$ cat config.mk
export PLATFORM = sky130hd
export DESIGN_NAME = dlrs_front
export DESIGN_NICKNAME = d
export VERILOG_FILES = /design/src/design/dlrs_pkg.sv /design/src/design/dlrs_front.sv
export SDC_FILE = /design/constraint.sdc
export NUM_CORES = 1
export LEC_CHECK = 0
export BUFFER_PORTS_ARGS = -buffer_cell sky130_fd_sc_hd__buf_2
export CORE_AREA = 2 2 47 49
export DETAILED_ROUTE_END_ITERATION = 16
export DIE_AREA = 0 0 49 51
export MAX_ROUTING_LAYER = met4
export PLACE_DENSITY = 0.76
export RECOVER_POWER = 50
export SYNTH_ARGS = -nofsm -noshare
export SYNTH_HDL_FRONTEND = slang
export SYNTH_SLANG_ARGS = --single-unit
$ cat constraint.sdc
create_clock -name clk -period 3.89 [get_ports clk]
set_input_delay 0.5835 -clock clk [delete_from_list [all_inputs] [get_ports clk]]
set_output_delay 0.5835 -clock clk [all_outputs]
set_load 0.01 [all_outputs]
$ cat src/design/dlrs_pkg.sv
`timescale 1ns / 1ps
package dlrs_pkg;
  localparam int Capacity = 64;
  localparam int AddrW = $clog2(Capacity);
  localparam int CntW = $clog2(Capacity + 1);
  localparam int ValW = 30;
  localparam int Buckets = 10;
  localparam int QDepth = 4;

  typedef struct packed {
    logic [ValW-1:0] value;
    logic            is_last;
  } in_item_t;

  typedef struct packed {
    logic [ValW-1:0] value_res;
    logic            is_last_res;
    logic            overflow;
  } out_item_t;

  // Entry handed from the front part to the back part.
  typedef struct packed {
    logic [ValW-1:0] value;
    logic            store;
    logic            last;
    logic            dropped;
  } q_item_t;
endpackage

$ cat src/design/dlrs_front.sv
`timescale 1ns / 1ps
// Counts arriving items, decides store or drop, and queues them for the back part.
module dlrs_front (
  input  logic               clk,
  input  logic               rst_n,
  input  logic               in_start,
  input  dlrs_pkg::in_item_t in_data,
  input  logic               q_full,
  output logic               in_busy,
  output logic               q_push,
  output dlrs_pkg::q_item_t  q_item
);
  logic [dlrs_pkg::CntW-1:0] cnt_r, cnt_nxt;
  logic                      drop_r, drop_nxt;
  logic                      accept, full_set;

  assign in_busy  = q_full;
  assign accept   = in_start && !q_full;
  assign full_set = (cnt_r == dlrs_pkg::CntW'(dlrs_pkg::Capacity));

  always_comb begin
    q_item.value   = in_data.value;
    q_item.store   = !full_set;
    q_item.last    = in_data.is_last;
    q_item.dropped = drop_r || full_set;
    q_push         = accept;
    cnt_nxt        = cnt_r;
    drop_nxt       = drop_r;
    if (accept) begin
      if (in_data.is_last) begin
        cnt_nxt  = '0;
        drop_nxt = 1'b0;
      end else if (full_set) begin
        drop_nxt = 1'b1;
      end else begin
        cnt_nxt = cnt_r + 1'b1;
      end
    end
  end

  always_ff @(posedge clk) begin
    if (!rst_n) begin
      cnt_r  <= '0;
      drop_r <= 1'b0;
    end else begin
      cnt_r  <= cnt_nxt;
      drop_r <= drop_nxt;
    end
  end
endmodule

==> out/summary.txt <==
Hold WS -> 0.484 ns
Yosys reg bits -> 8
Gr usage total -> 10.7%
Crit share post-route -> 52.7%
Least-Margin Pin Slew -> 0.443 ns
CTS tree -> built
Hold Crit Class -> flop to flop
TritonCTS Sinks -> 8
Final Skew -> 0.00182 ns
Hold path depth -> 2
GR Overflow Total -> 0
Crit path time final -> 2.05 ns
RSZ-0062 raised after global routing -> no
Area contributors post-synth -> buf_4 35%, dfxtp_1 22%, ha_1 3.5%, nand3_1 3.5%, nand2_1 3.2%
DP Area -> 536 um^2
Final WL -> 1.19 mm
Global-route wire length before repair -> 1.95 mm
Share of cells above drive strength 1 -> 19.4%
Post-cts resize count -> 0
MaxCap Viol Count -> 0
Max_slew headroom -> 70.4%
Area leader, netlist -> buf_4
Int Power -> 0.125 mW
Cells after synthesis -> 89
Syn avg cell area -> 8.03 um^2
CP startpoint kind -> flop
Initial Util -> 34.6%
Number of post-CTS setup repair buffers -> 0
Placer Congestion -> 0.817
Family with the most delay on the worst path -> simple AND/OR/NAND/NOR gates
Clock power share -> 39.1%
Flop pwr share -> 50.2%
Initial antenna violation count -> 0
Sw Share -> 25.0%
Core area -> 0.00206 mm^2
Design Area, Final -> 558 um^2
Finished Layout Cells -> 95
Total power -> 0.167 mW
DR vias -> 488
Post-synthesis async set-or-reset flop share -> 0%
Worst Hold Launch -> cnt_r[6]
CTS Buf Count -> 3
Comb pwr share -> 10.7%
Detailed Route Iter0 Violations -> 24
Final ANT Viol Nets -> 0
Util after Layout -> 27.0%
DRT Pass-1 Iters -> 4
Maximum clock frequency -> 487 MHz
CP startpoint -> cnt_r[2]
Switch Pwr -> 0.0418 mW
Die span in y -> 51 um
DR vias/cell -> 5.14
Yosys cell types -> 25
Pre-CTS WS -> 2.09 ns
Vias in the first global route -> 470
Crit Path Category -> flop to primary output
Worst EP arrival -> 1.47 ns
Layout Nets -> 106
Die X -> 49 um
Placement row count -> 17
H-tree levels -> 1
P&R area growth vs syn -> -21.9%
Critical path endpoint category -> primary output
Leak -> 0.204 nW
Largest net degree at the start of global routing -> 11
Max VDD drop -> 129 uV
CTS Hold Bufs -> 0
Critical-path maximum fanout -> 6
Yosys top cell area share -> 34.7%
Worst-skew pair later-pin latency -> 0.26 ns
Crit. path cell count -> 4
CTS Root Cell -> clkbuf_4
Mapped cell area -> 714 um^2
Final routed DRC violation total -> 0
Crit path buf inv count -> 1
ANT cells -> 0
Max-slew violations -> 0
Slowest-stage cell, CP -> nor4b_2
Final Hold Fails -> 0
Post-synthesis sequential area ratio -> 22.4%
Wire per inst -> 12.5 um
Worst reg2reg path depth -> 5
Final worst slack -> 1.84 ns
I/O pins -> 70
Worst Path Required -> 3.31 ns
Post-synth EDFFs -> 0
Final HPWL DP -> 939 um
Status -> finished, final reports clean
Placed insts -> 92
Prevailing post-synth register cell -> dfxtp_1
Setup TNS -> 0 ns
CTS clk-pin slew, worst paths -> 0.06 ns
Reg-to-reg startpoint -> cnt_r[0]
IO Port Bufs -> 9
Synth Net Count -> 126
Die footprint -> 0.00250 mm^2
# fillers -> 229
YS warnings -> 0
# setup viols final -> 0
CTS max path bufs -> 2
Largest stage delay, worst path -> 0.47 ns
Power Dens Cells -> 299 mW/mm^2
Crit-path cells -> nor4b_2, nand2_1, nand2b_1, buf_2
-- logic make-up after synthesis --
family,synth area share (%)
mux,2.80
compound gates,12.8
flops,22.4
buf+inv,38.4
fa+ha+maj,3.50
simple gates,20.1
-- Yosys cell counts, types with 2 or more instances --
library cell and instances:
a31oi_1 3, dfxtp_1 8, nand2b_1 2, or3_1 2, nand3_1 5, nand3b_1 2
inv_1 4, nand2_1 6, buf_4 33, or4_1 2, ha_1 2, nor2_1 3
mux2i_1 2, o21ai_0 2, a21oi_1 3
-- final cells by class --
class	instances	area (um^2)	area share [%]
Timing Repair Buffer	9	45.0	8.07
Inverter	4	15.0	2.69
Clock buffer	3	22.5	4.04
Sequential cell	8	160	28.7
Multi-Input combinational cell	43	280	50.2
Tap cell	28	35.0	6.28
-- path summary, 6_finish.rpt --
path / to / slack [ns]
max: q_item[0] / 1.84
min reg2reg: cnt_r[6] / 0.48
min: cnt_r[6] / 0.48
max reg2reg: cnt_r[2] / 2.48
-- registers in the layout (all words and copies together) (netlist names) --
| register | flops |
|---|---|
| cnt_r | 7 |
| drop_r | 1 |
-- worst reg2reg max path, delay by kind of cell (launching register included) --
kind,cells,cell delay (ns)
mux,1,0.22
flops,1,0.37
buf+inv,1,0.08
compound gates,1,0.30
simple gates,1,0.17
fa+ha+maj,1,0.21
-- layer usage --
layer	wire length (um)	global-route usage [%]	up-vias
met5	0	-	-
met4	70	13.3	0
met3	131	4.39	13
met2	565	16.2	25
met1	422	9.12	220
li1	-	-	230
-- layout by cell type, fill, tap and decap left out, types with 3 or more instances in the layout --
cell / netlist / layout
inv_1: 4 / 4
a21oi_1: 3 / 3
dfxtp_1: 8 / 8
a31oi_1: 3 / 3
nand2_1: 6 / 6
nand3_1: 5 / 5
clkbuf_4: 0 / 3
buf_2: 0 / 9
nor2_1: 3 / 3
-- power by group through the flow --
stage          clock network [mW]  logic (mW)  registers, mW
6_report                   0.0653      0.0178         0.0838
5_1_grt                    0.0711      0.0202         0.0840
4_1_cts                    0.0688      0.0177         0.0838
3_5_place_dp                    0      0.0176         0.0856
3_3_place_gp                    0      0.0170         0.0856
2_1_floorplan                   0      0.0458         0.0854
Power figures use the tool's default switching activity.
