==> src/design/dlrs_pkg.sv <==
`timescale 1ns / 1ps
package dlrs_pkg;
  localparam int Capacity = 64;
  localparam int AddrW = $clog2(Capacity);
  localparam int CntW = $clog2(Capacity + 1);
  localparam int ValW = 30;
  localparam int Buckets = 10;
  localparam int QDepth = 4;

  typedef struct packed {
    logic [ValW-1:0] value;
    logic            is_last;
  } in_item_t;

  typedef struct packed {
    logic [ValW-1:0] value_res;
    logic            is_last_res;
    logic            overflow;
  } out_item_t;

  // Entry handed from the front part to the back part.
  typedef struct packed {
    logic [ValW-1:0] value;
    logic            store;
    logic            last;
    logic            dropped;
  } q_item_t;
endpackage

==> src/design/dlrs_queue.sv <==
`timescale 1ns / 1ps
module dlrs_queue (
  input  logic              clk,
  input  logic              rst_n,
  input  logic              push,
  input  dlrs_pkg::q_item_t push_item,
  input  logic              pop,
  output logic              full,
  output logic              not_empty,
  output dlrs_pkg::q_item_t head
);
  localparam int PtrW = $clog2(dlrs_pkg::QDepth);
  dlrs_pkg::q_item_t          mem_r [dlrs_pkg::QDepth];
  logic [PtrW-1:0]            wp_r, rp_r;
  logic [PtrW:0]              n_r;

  assign full      = (n_r == (PtrW+1)'(dlrs_pkg::QDepth));
  assign not_empty = (n_r != '0);
  assign head      = mem_r[rp_r];

  always_ff @(posedge clk) begin
    if (push) mem_r[wp_r] <= push_item;
  end

  always_ff @(posedge clk) begin
    if (!rst_n) begin
      wp_r <= '0;
      rp_r <= '0;
      n_r  <= '0;
    end else begin
      if (push) wp_r <= wp_r + 1'b1;
      if (pop) rp_r <= rp_r + 1'b1;
      n_r <= n_r + (PtrW+1)'(push) - (PtrW+1)'(pop);
    end
  end
endmodule

==> config.mk <==
export PLATFORM = sky130hd
export DESIGN_NAME = dlrs_queue
export DESIGN_NICKNAME = d
export VERILOG_FILES = /design/src/design/dlrs_pkg.sv /design/src/design/dlrs_queue.sv
export SDC_FILE = /design/constraint.sdc
export NUM_CORES = 1
export LEC_CHECK = 0
export ABC_AREA = 1
export BUFFER_PORTS_ARGS = -buffer_cell sky130_fd_sc_hd__buf_2
export CAP_MARGIN = 5
export CORE_MARGIN = 2
export CORE_UTILIZATION = 44
export CTS_CLUSTER_SIZE = 40
export DETAILED_ROUTE_END_ITERATION = 8
export GPL_TIMING_DRIVEN = 0
export PLACE_DENSITY = 0.69
export SLEW_MARGIN = 20
export SYNTH_ARGS = -nofsm -noshare
export SYNTH_HDL_FRONTEND = slang
export SYNTH_SLANG_ARGS = --single-unit
==> constraint.sdc <==
create_clock -name clk -period 2.7 [get_ports clk]
set_input_delay 0.54 -clock clk [delete_from_list [all_inputs] [get_ports clk]]
set_output_delay 0.54 -clock clk [all_outputs]
set_load 0.02 [all_outputs]
==> results.cfg, run 1 <==
[synthesis]
syn_nets = 485
syn_inst = 441
netlist_top_cells_area = edfxtp_1, o211ai_2, inv_1
syn_avg_cell_area_um2 = 13.3
ys_seq_area_share_pct = 70.6
synth_top_cell_by_area = edfxtp_1
synth_top_area_share_pct = 67.5
yosys_register_bits = 141
yosysUniqueCellTypes = 19
synth_area_um2 = 5870
synth_warnings = 0

[worst_setup_path]
rr_startpoint = n_r[0]$_SDFF_PN0_
r2r_slack_ns = 1.08
end_kind = output port
critical_path.slowest_cell = clkbuf_1
r2r-end = n_r[2]$_SDFF_PN0_
path_cells = clkbuf_1, o211ai_2, nand2_1, buf_2
path_max_fanout = 10
required_ns = 2.16
start_kind = flip-flop
arrival_ns = 1.75
worstSetupPathType = reg -> out
slowest_delay_ns = 0.48
ff2ff_path_depth = 9

[global_routing]
antenna_found_initial = 2
overflow = 0
grt_pass1_vias = 3535
grtUsageMet2_pct = 28.8
grt_pass1_wl_um = 18100
grt_max_degree = 28
grtUsageMet1_pct = 21.0
grtUsageMet3_pct = 5.56
globalRoute.busiestLayer = met2
grt_use_total_pct = 17.3

[cts]
cts_tree = built
clock_tree.root_cell = clkbuf_16
max-clock-path-buffers = 2
clock-sinks = 141
insertion_delay_ns = 0.41
htree_levels = 4
cts_buffers = 17
clk_pin_slew_ns = 0.06
post_cts_buffers = 0
cts_resized = 0
hold_buffers = 0

[place]
place_congestion = 0.734
dp.final_hpwl_um = 7350
portBuffers = 71

[timing]
period_needed_ns = 2.29
max_freq_mhz = 437
rsz0062_at_grt = no
relSlewSlack_pct = 60.5
fin_skew_ns = 0.00668
hold_viol = 0
setup_viol = 0
slew_viol_final = 0
timing.final.crit_share_pct = 84.7
tns_ns = 0
tightest_slew_ns = 0.592

[min_path]
worst_hold_startpoint = push_item[28]
min_path_cells = 1
hold_class = in -> reg
hold_end = mem_r[3][28]$_DFFE_PP_

[outcome]
outcome = finished clean

[route]
routed_wl_um = 11500
routedWlPerCell_um = 15.9
drtPass1Iterations = 5
vias_per_cell = 4.78
routed-via-count = 3473
ant_nets = 0
drt_iter0_drc = 158
drc = 0

[floorplan]
start_util_pct = 44.7
die_y_um = 120
coreArea_um2 = 13100
rows = 42
fp.dieW_um = 120
boundaryPins = 72
die_area_um2 = 14300

[cells_and_area]
layout_common_cells = edfxtp_1, inv_1, buf_2
finish.utilization_pct = 54.9
layout-drive-gt1-share_pct = 33.0
area.growth.synth_to_final_pct = 22.7
layout_commonest_cell = edfxtp_1
num-nets-final = 579

[power_and_ir_drop]
vdd_drop_max_mv = 0.367
power_density_nw_per_um2 = 779
p_leak_uw = 0.00288

[run]
cap_violations = 0
[Yosys cell counts (all sizes together)]
cell type,instances
edfxtp,132
inv,82
nand2,76
a21oi,39
o21ai,37
o211ai,33
buf,20
dfxtp,9
ha,6
clkbuf,2
nand3,2
fa,1
nor2,1
nor3,1
[per-stage QoR]
step           cell area, um^2  hold slack, ns  total power, uW  cells  setup slack, ns
2_1_floorplan             5870           0.436             2970    441             1.03
3_3_place_gp              6450           0.458             3180    688            0.408
3_5_place_dp              6540           0.469             3210    692            0.771
4_1_cts                   7200           0.322             5680    724            0.339
5_1_grt                   7210           0.323             5840    725            0.252
6_report                  7210           0.342             5620    726            0.414
[flip-flops by register name, summed over array words and instances (netlist names), named ones only]
signal  count
wp_r        2
rp_r        2
n_r         3
mem_r     132
[worst max-delay path by stage]
stage                                  end  cells after the start
floorplan                n_r[2]$_SDFF_PN0_                      8
global placement    mem_r[0][12]$_DFFE_PP_                      3
detailed placement       n_r[2]$_SDFF_PN0_                      9
CTS                               head[32]                      4
global route                      head[32]                      4
finish                            head[32]                      4
[logic make-up (layout without fill, tap and decap cells)]
kind of cell,count (synthesis),in the layout,synth area share [%]
fa+ha+maj,7,7,1.62
flops,141,141,70.6
simple gates,80,80,6.03
compound gates,109,109,13.5
buf+inv,104,211,8.29
other cells,0,2,0
[power breakdown]
part / switching [uW] / total [uW] / internal, uW
combinational: 421 / 630 / 209
sequential: 29.5 / 2530 / 2500
clock: 836 / 2460 / 1620
total: 1290 / 5620 / 4330
[final cells by class]
class / instances / area, um^2
antenna: 2 / 5.00
buffer: 22 / 179
clock buffer: 27 / 599
clock inverter: 5 / 60.1
fill: 1090 / 5930
inverter: 82 / 308
multi-input combinational: 196 / 1240
sequential: 141 / 4140
tap: 176 / 220
timing repair buffer: 75 / 450
[layer usage]
layer,part of all wire (%),routed length (um)
met3,6.0,694
met1,43,4920
met5,0,0
met2,50,5830
met4,0.88,102
[worst max-delay path, delay by kind of cell, from the launching register on]
kind	cells	cell delay (ns)
AND/OR/NAND/NOR	1	0.14
flip-flops	1	0.36
AO/OA/AOI/OAI	1	0.18
buffers and inverters	2	0.66
(Power assumes the default switching activity.)
==> run 2: changes to the inputs <==
==> constraint.sdc (replaced) <==
create_clock -name clk -period 2.2 [get_ports clk]
set_input_delay 0.44 -clock clk [delete_from_list [all_inputs] [get_ports clk]]
set_output_delay 0.44 -clock clk [all_outputs]
set_load 0.02 [all_outputs]
==> run 2 against run 1 <==
Against the previous run: sequential cell count did not move; critical path depth rose by 2; die area did not move; sequential share of layout area fell by 0.070 points; via count barely moved; worst hold slack got worse by 0.10 ns; clock skew rose by 0.00053 ns; largest power group unchanged; highest routed layer unchanged.
==> results.cfg, run 2 (synthesis gave the netlist of run 1 again) <==
[route]
drc = 0
drt_iter0_drc = 163
ant_nets = 0
routedWlPerCell_um = 16.0
routed_wl_um = 11600
vias_per_cell = 4.79
routed-via-count = 3476
drtPass1Iterations = 4

[cts]
clock-sinks = 141
htree_levels = 4
hold_buffers = 0
insertion_delay_ns = 0.41
clock_tree.root_cell = clkbuf_16
cts_buffers = 17
cts_tree = built
max-clock-path-buffers = 2
post_cts_buffers = 0
clk_pin_slew_ns = 0.06

[global_routing]
antenna_found_initial = 2
overflow = 0
grt_pass1_wl_um = 18100
grt_pass1_vias = 3542
grt_max_degree = 28
grt_use_total_pct = 17.3

[place]
place_area_um2 = 6540
portBuffers = 71
place_congestion = 0.734
dp.final_hpwl_um = 7350

[timing]
period_needed_ns = 2.06
setup_viol = 0
timing.final.crit_share_pct = 93.4
max_freq_mhz = 486
hold_viol = 0
relSlewSlack_pct = 65.7
tightest_slew_ns = 0.514
tns_ns = 0
rsz0062_at_grt = no
slew_viol_final = 0
fin_skew_ns = 0.00721

[worst_setup_path]
cp_common_cell = buf_6
arrival_ns = 1.62
end_kind = output port
path_cells = buf_6, buf_6, buf_6, o211ai_2, nand2_1, buf_2
required_ns = 1.76
worstSetupPathType = reg -> out
critical_path.slowest_cell = dfxtp_1
path_max_fanout = 10
slowest_delay_ns = 0.34
start_kind = flip-flop

[run]
cap_violations = 0

[cells_and_area]
multi_input_area_um2 = 1240
final_area_um2 = 7220
largest_reg_flops = 132
regArea_um2 = 4140
fill_cells = 1090
regMostFlops = mem_r
layout_commonest_cell = edfxtp_1
area.growth.synth_to_final_pct = 22.9
reg.largest.list = mem_r x132, n_r x3
num-nets-final = 579
finish.utilization_pct = 54.9
layout_common_cells = edfxtp_1, inv_1, buf_2
layout-drive-gt1-share_pct = 33.6

[min_path]
hold_class = in -> reg

[power_and_ir_drop]
pwr-share-comb_pct = 11.2
vdd_drop_max_mv = 0.450
p_switching_uw = 1600
power.internal_uw = 5320
p_leak_uw = 0.00289
power_density_nw_per_um2 = 958
p_sw_share_pct = 23.1
power_uw = 6910
pwr-share-clk_pct = 43.9
seqPwrFrac_pct = 44.9

[floorplan]
rows = 42
die_y_um = 120
die_area_um2 = 14300
boundaryPins = 72
coreArea_um2 = 13100
fp.dieW_um = 120
start_util_pct = 44.7

[outcome]
outcome = finished clean
-- run 2: cell types whose count changed in the layout (fill, tap and decap cells not counted) --
cell,delta
clkbuf_1,-2
buf_2,-2
clkbuf_2,+3
buf_1,-1
buf_4,+2
-- run 2: what timing repair did --
action	in CTS	in global routing
gates resized for setup	1	6
pin swaps	0	0
endpoints found under the setup margin	3	17
-- run 2: per-layer routing --
layer	vias to the layer above	track usage (%)	wire length, um
met3	12	5.56	589
met2	83	28.7	5800
met5	-	0	0
met1	1672	21.1	5080
met4	0	6.84	151
li1	1709	-	-
-- run 2: worst paths after layout --
check / cells after the start / to / startpoint / slack [ns]
min: 1 / mem_r[3][28]$_DFFE_PP_ / push_item[28] / 0.24
max: 6 / head[32] / flip-flop / 0.14
max reg2reg: 9 / n_r[2]$_SDFF_PN0_ / n_r[0]$_SDFF_PN0_ / 0.59
min reg2reg: 2 / rp_r[1]$_SDFFE_PN0P_ / rp_r[1]$_SDFFE_PN0P_ / 0.48
-- run 2: power by group through the flow --
stage,logic (uW),registers [uW],clock network (uW)
finish,777,3100,3030
detailed placement,786,3160,0
CTS,789,3100,3080
global placement,740,3160,0
global route,861,3110,3200
floorplan,489,3150,0
-- run 2: area by class of cell --
cell class,instances,area share [%]
Antenna cell,2,0.0693
Buffer,22,2.57
Clock buffer,27,8.30
Clock inverter,5,0.832
Inverter,82,4.26
Multi-Input combinational cell,196,17.2
Sequential cell,141,57.4
Tap cell,176,3.05
Timing Repair Buffer,75,6.28
-- run 2: metrics by stage --
step / std cells / setup slack (ns) / hold slack [ns]
after floorplan: 441 / 0.571 / 0.436
after global placement: 688 / 0.00757 / 0.458
after detailed placement: 692 / 0.371 / 0.469
after CTS: 724 / 0.00464 / 0.222
after global routing: 725 / 0.0115 / 0.223
final: 726 / 0.144 / 0.237
-- run 2: worst max-delay path, delay by kind of cell, from the launching register on --
kind / cells / cell delay, ns
AOI/OAI and AO/OA: 1 / 0.10
DFF: 1 / 0.34
and+or+nand+nor: 1 / 0.13
buffers and inverters: 4 / 0.63
==> run 3: changes to the inputs <==
==> constraint.sdc (replaced) <==
create_clock -name clk -period 1.9 [get_ports clk]
set_input_delay 0.38 -clock clk [delete_from_list [all_inputs] [get_ports clk]]
set_output_delay 0.38 -clock clk [all_outputs]
set_load 0.02 [all_outputs]
==> run 3 against run 2 <==
Against the previous run: cell area up 7.6%; largest power group unchanged; sequential cell count unchanged; sequential power up 16%; die area unchanged; critical endpoint is now head[16].
==> results.cfg, run 3 (synthesis gave the netlist of run 1 again) <==
[outcome]
outcome = finished clean

[place]
portBuffers = 71
place_congestion = 0.734
dp.final_hpwl_um = 7350
place_area_um2 = 6540

[worst_setup_path]
path_cells = buf_12, buf_8, o21ai_1, nand2_2, buf_6
start_kind = flip-flop
cpLargestDelayFamily = buffers and inverters
path_buf_inv = 3
worstSetupPathType = reg -> out
cp.depth = 5
required_ns = 1.52
arrival_ns = 1.51
rr_startpoint = n_r[0]$_SDFF_PN0_
end_kind = output port
path_max_fanout = 10
slowest_delay_ns = 0.39
worstSetupEndpoint = head[16]
critical_path.slowest_cell = dfxtp_4
r2r-end = n_r[2]$_SDFF_PN0_
ff2ff_path_depth = 9
r2r_slack_ns = 0.28

[power_and_ir_drop]
vdd_drop_max_mv = 0.527
p_leak_uw = 0.00308
power_density_nw_per_um2 = 1070

[timing]
hold_viol = 0
max_freq_mhz = 528
relSlewSlack_pct = 66.8
period_needed_ns = 1.89
tns_ns = 0
setup_viol = 0
slew_viol_final = 0
fin_skew_ns = 0.00512
tightest_slew_ns = 0.497
timing.final.crit_share_pct = 99.7
rsz0062_at_grt = yes

[route]
met1_length_um = 5080
vias_per_cell = 4.83
drt_iter0_drc = 112
drc = 0
routed_wl_um = 12100
wl_met3_um = 622
ant_nets = 0
dr_wl_met2_um = 6200
route.top_layer_used = met4
routedWlPerCell_um = 16.6
drtPass1Iterations = 4
routed-via-count = 3529

[cts]
max-clock-path-buffers = 2
post_cts_buffers = 0
clk_pin_slew_ns = 0.06
insertion_delay_ns = 0.42
clock-sinks = 141
cts_tree = built
cts_buffers = 17
clock_tree.root_cell = clkbuf_16
htree_levels = 4
hold_buffers = 0

[cells_and_area]
layout-drive-gt1-share_pct = 39.7
num-nets-final = 583
regMostFlops = mem_r
largest_reg_flops = 132
reg.largest.list = mem_r x132, n_r x3
area.growth.synth_to_final_pct = 32.2
layout_commonest_cell = edfxtp_1
layout_common_cells = edfxtp_1, inv_1, nand2_1
final_area_um2 = 7760

[global_routing]
antenna_found_initial = 2
grt_pass1_wl_um = 18500
grt_max_degree = 28
grt_pass1_vias = 3539
overflow = 0
grt_use_total_pct = 17.7

[min_path]
hold_class = in -> reg

[floorplan]
die_area_um2 = 14300
rows = 42
coreArea_um2 = 13100
start_util_pct = 44.7
die_y_um = 120
boundaryPins = 72
fp.dieW_um = 120

[run]
cap_violations = 0
## run 3: worst min path at each step
| stage | cells past startpoint | to | start | slack [ns] |
|---|---|---|---|---|
| 5_1_grt | 1 | mem_r[1][15]$_DFFE_PP_ | push_item[15] | 0.16 |
| 3_3_place_gp | 2 | rp_r[1]$_SDFFE_PN0P_ | rp_r[1]$_SDFFE_PN0P_ | 0.46 |
| 4_1_cts | 1 | mem_r[1][24]$_DFFE_PP_ | push_item[24] | 0.16 |
| 3_5_place_dp | 2 | rp_r[1]$_SDFFE_PN0P_ | rp_r[1]$_SDFFE_PN0P_ | 0.47 |
| 6_report | 1 | mem_r[0][12]$_DFFE_PP_ | push_item[12] | 0.17 |
| 2_1_floorplan | 2 | flip-flop | rp_r[1]$_SDFFE_PN0P_ | 0.44 |
## run 3: final cells by class
class | count | area, um^2
Antenna cell | 2 | 5.00
Buffer | 21 | 290
Clock buffer | 27 | 599
Clock inverter | 5 | 60.1
Fill cell | 1018 | 5370
Inverter | 82 | 308
Multi-Input combinational cell | 196 | 1350
Sequential cell | 141 | 4150
Tap cell | 176 | 220
Timing Repair Buffer | 80 | 778
## run 3: stage by stage
step	utilization, %	cells	hold WS (ns)	power, uW	setup WS (ns)
2_1_floorplan	-	441	0.436	4220	0.271
3_3_place_gp	49.1	688	0.458	4510	-0.255
3_5_place_dp	49.8	692	0.469	4570	0.131
4_1_cts	57.6	727	0.162	8260	-0.0221
5_1_grt	59.1	729	0.163	8590	-0.0499
6_report	59.1	730	0.175	8280	0.00598
## run 3: worst register-to-register path, delay by kind of cell (launching register included)
family | cells | cell delay [ns]
adder cells (fa/ha/maj) | 3 | 0.83
flip-flops | 1 | 0.33
buffers and inverters | 3 | 0.19
AND/OR/NAND/NOR | 3 | 0.17
## run 3: where the power goes
| part | total [uW] | switching [uW] | leakage [uW] | internal (uW) |
|---|---|---|---|---|
| Combinational | 1170 | 661 | 0.00147 | 504 |
| Sequential | 3600 | 52.9 | 0.00129 | 3550 |
| Clock | 3510 | 1210 | 0.000321 | 2300 |
## run 3: per-layer routing
layer / vias to the layer above / GRT usage [%]
met2: 74 / 29.6
li1: 1722 / -
met5: - / 0
met1: 1717 / 21.8
met4: 0 / 6.25
met3: 16 / 5.66
## run 3: what timing repair did
item,4_1_cts,5_1_grt
gates cloned,4,1
pin swaps,25,31
resized for setup,104,55
setup endpoints to repair,33,31
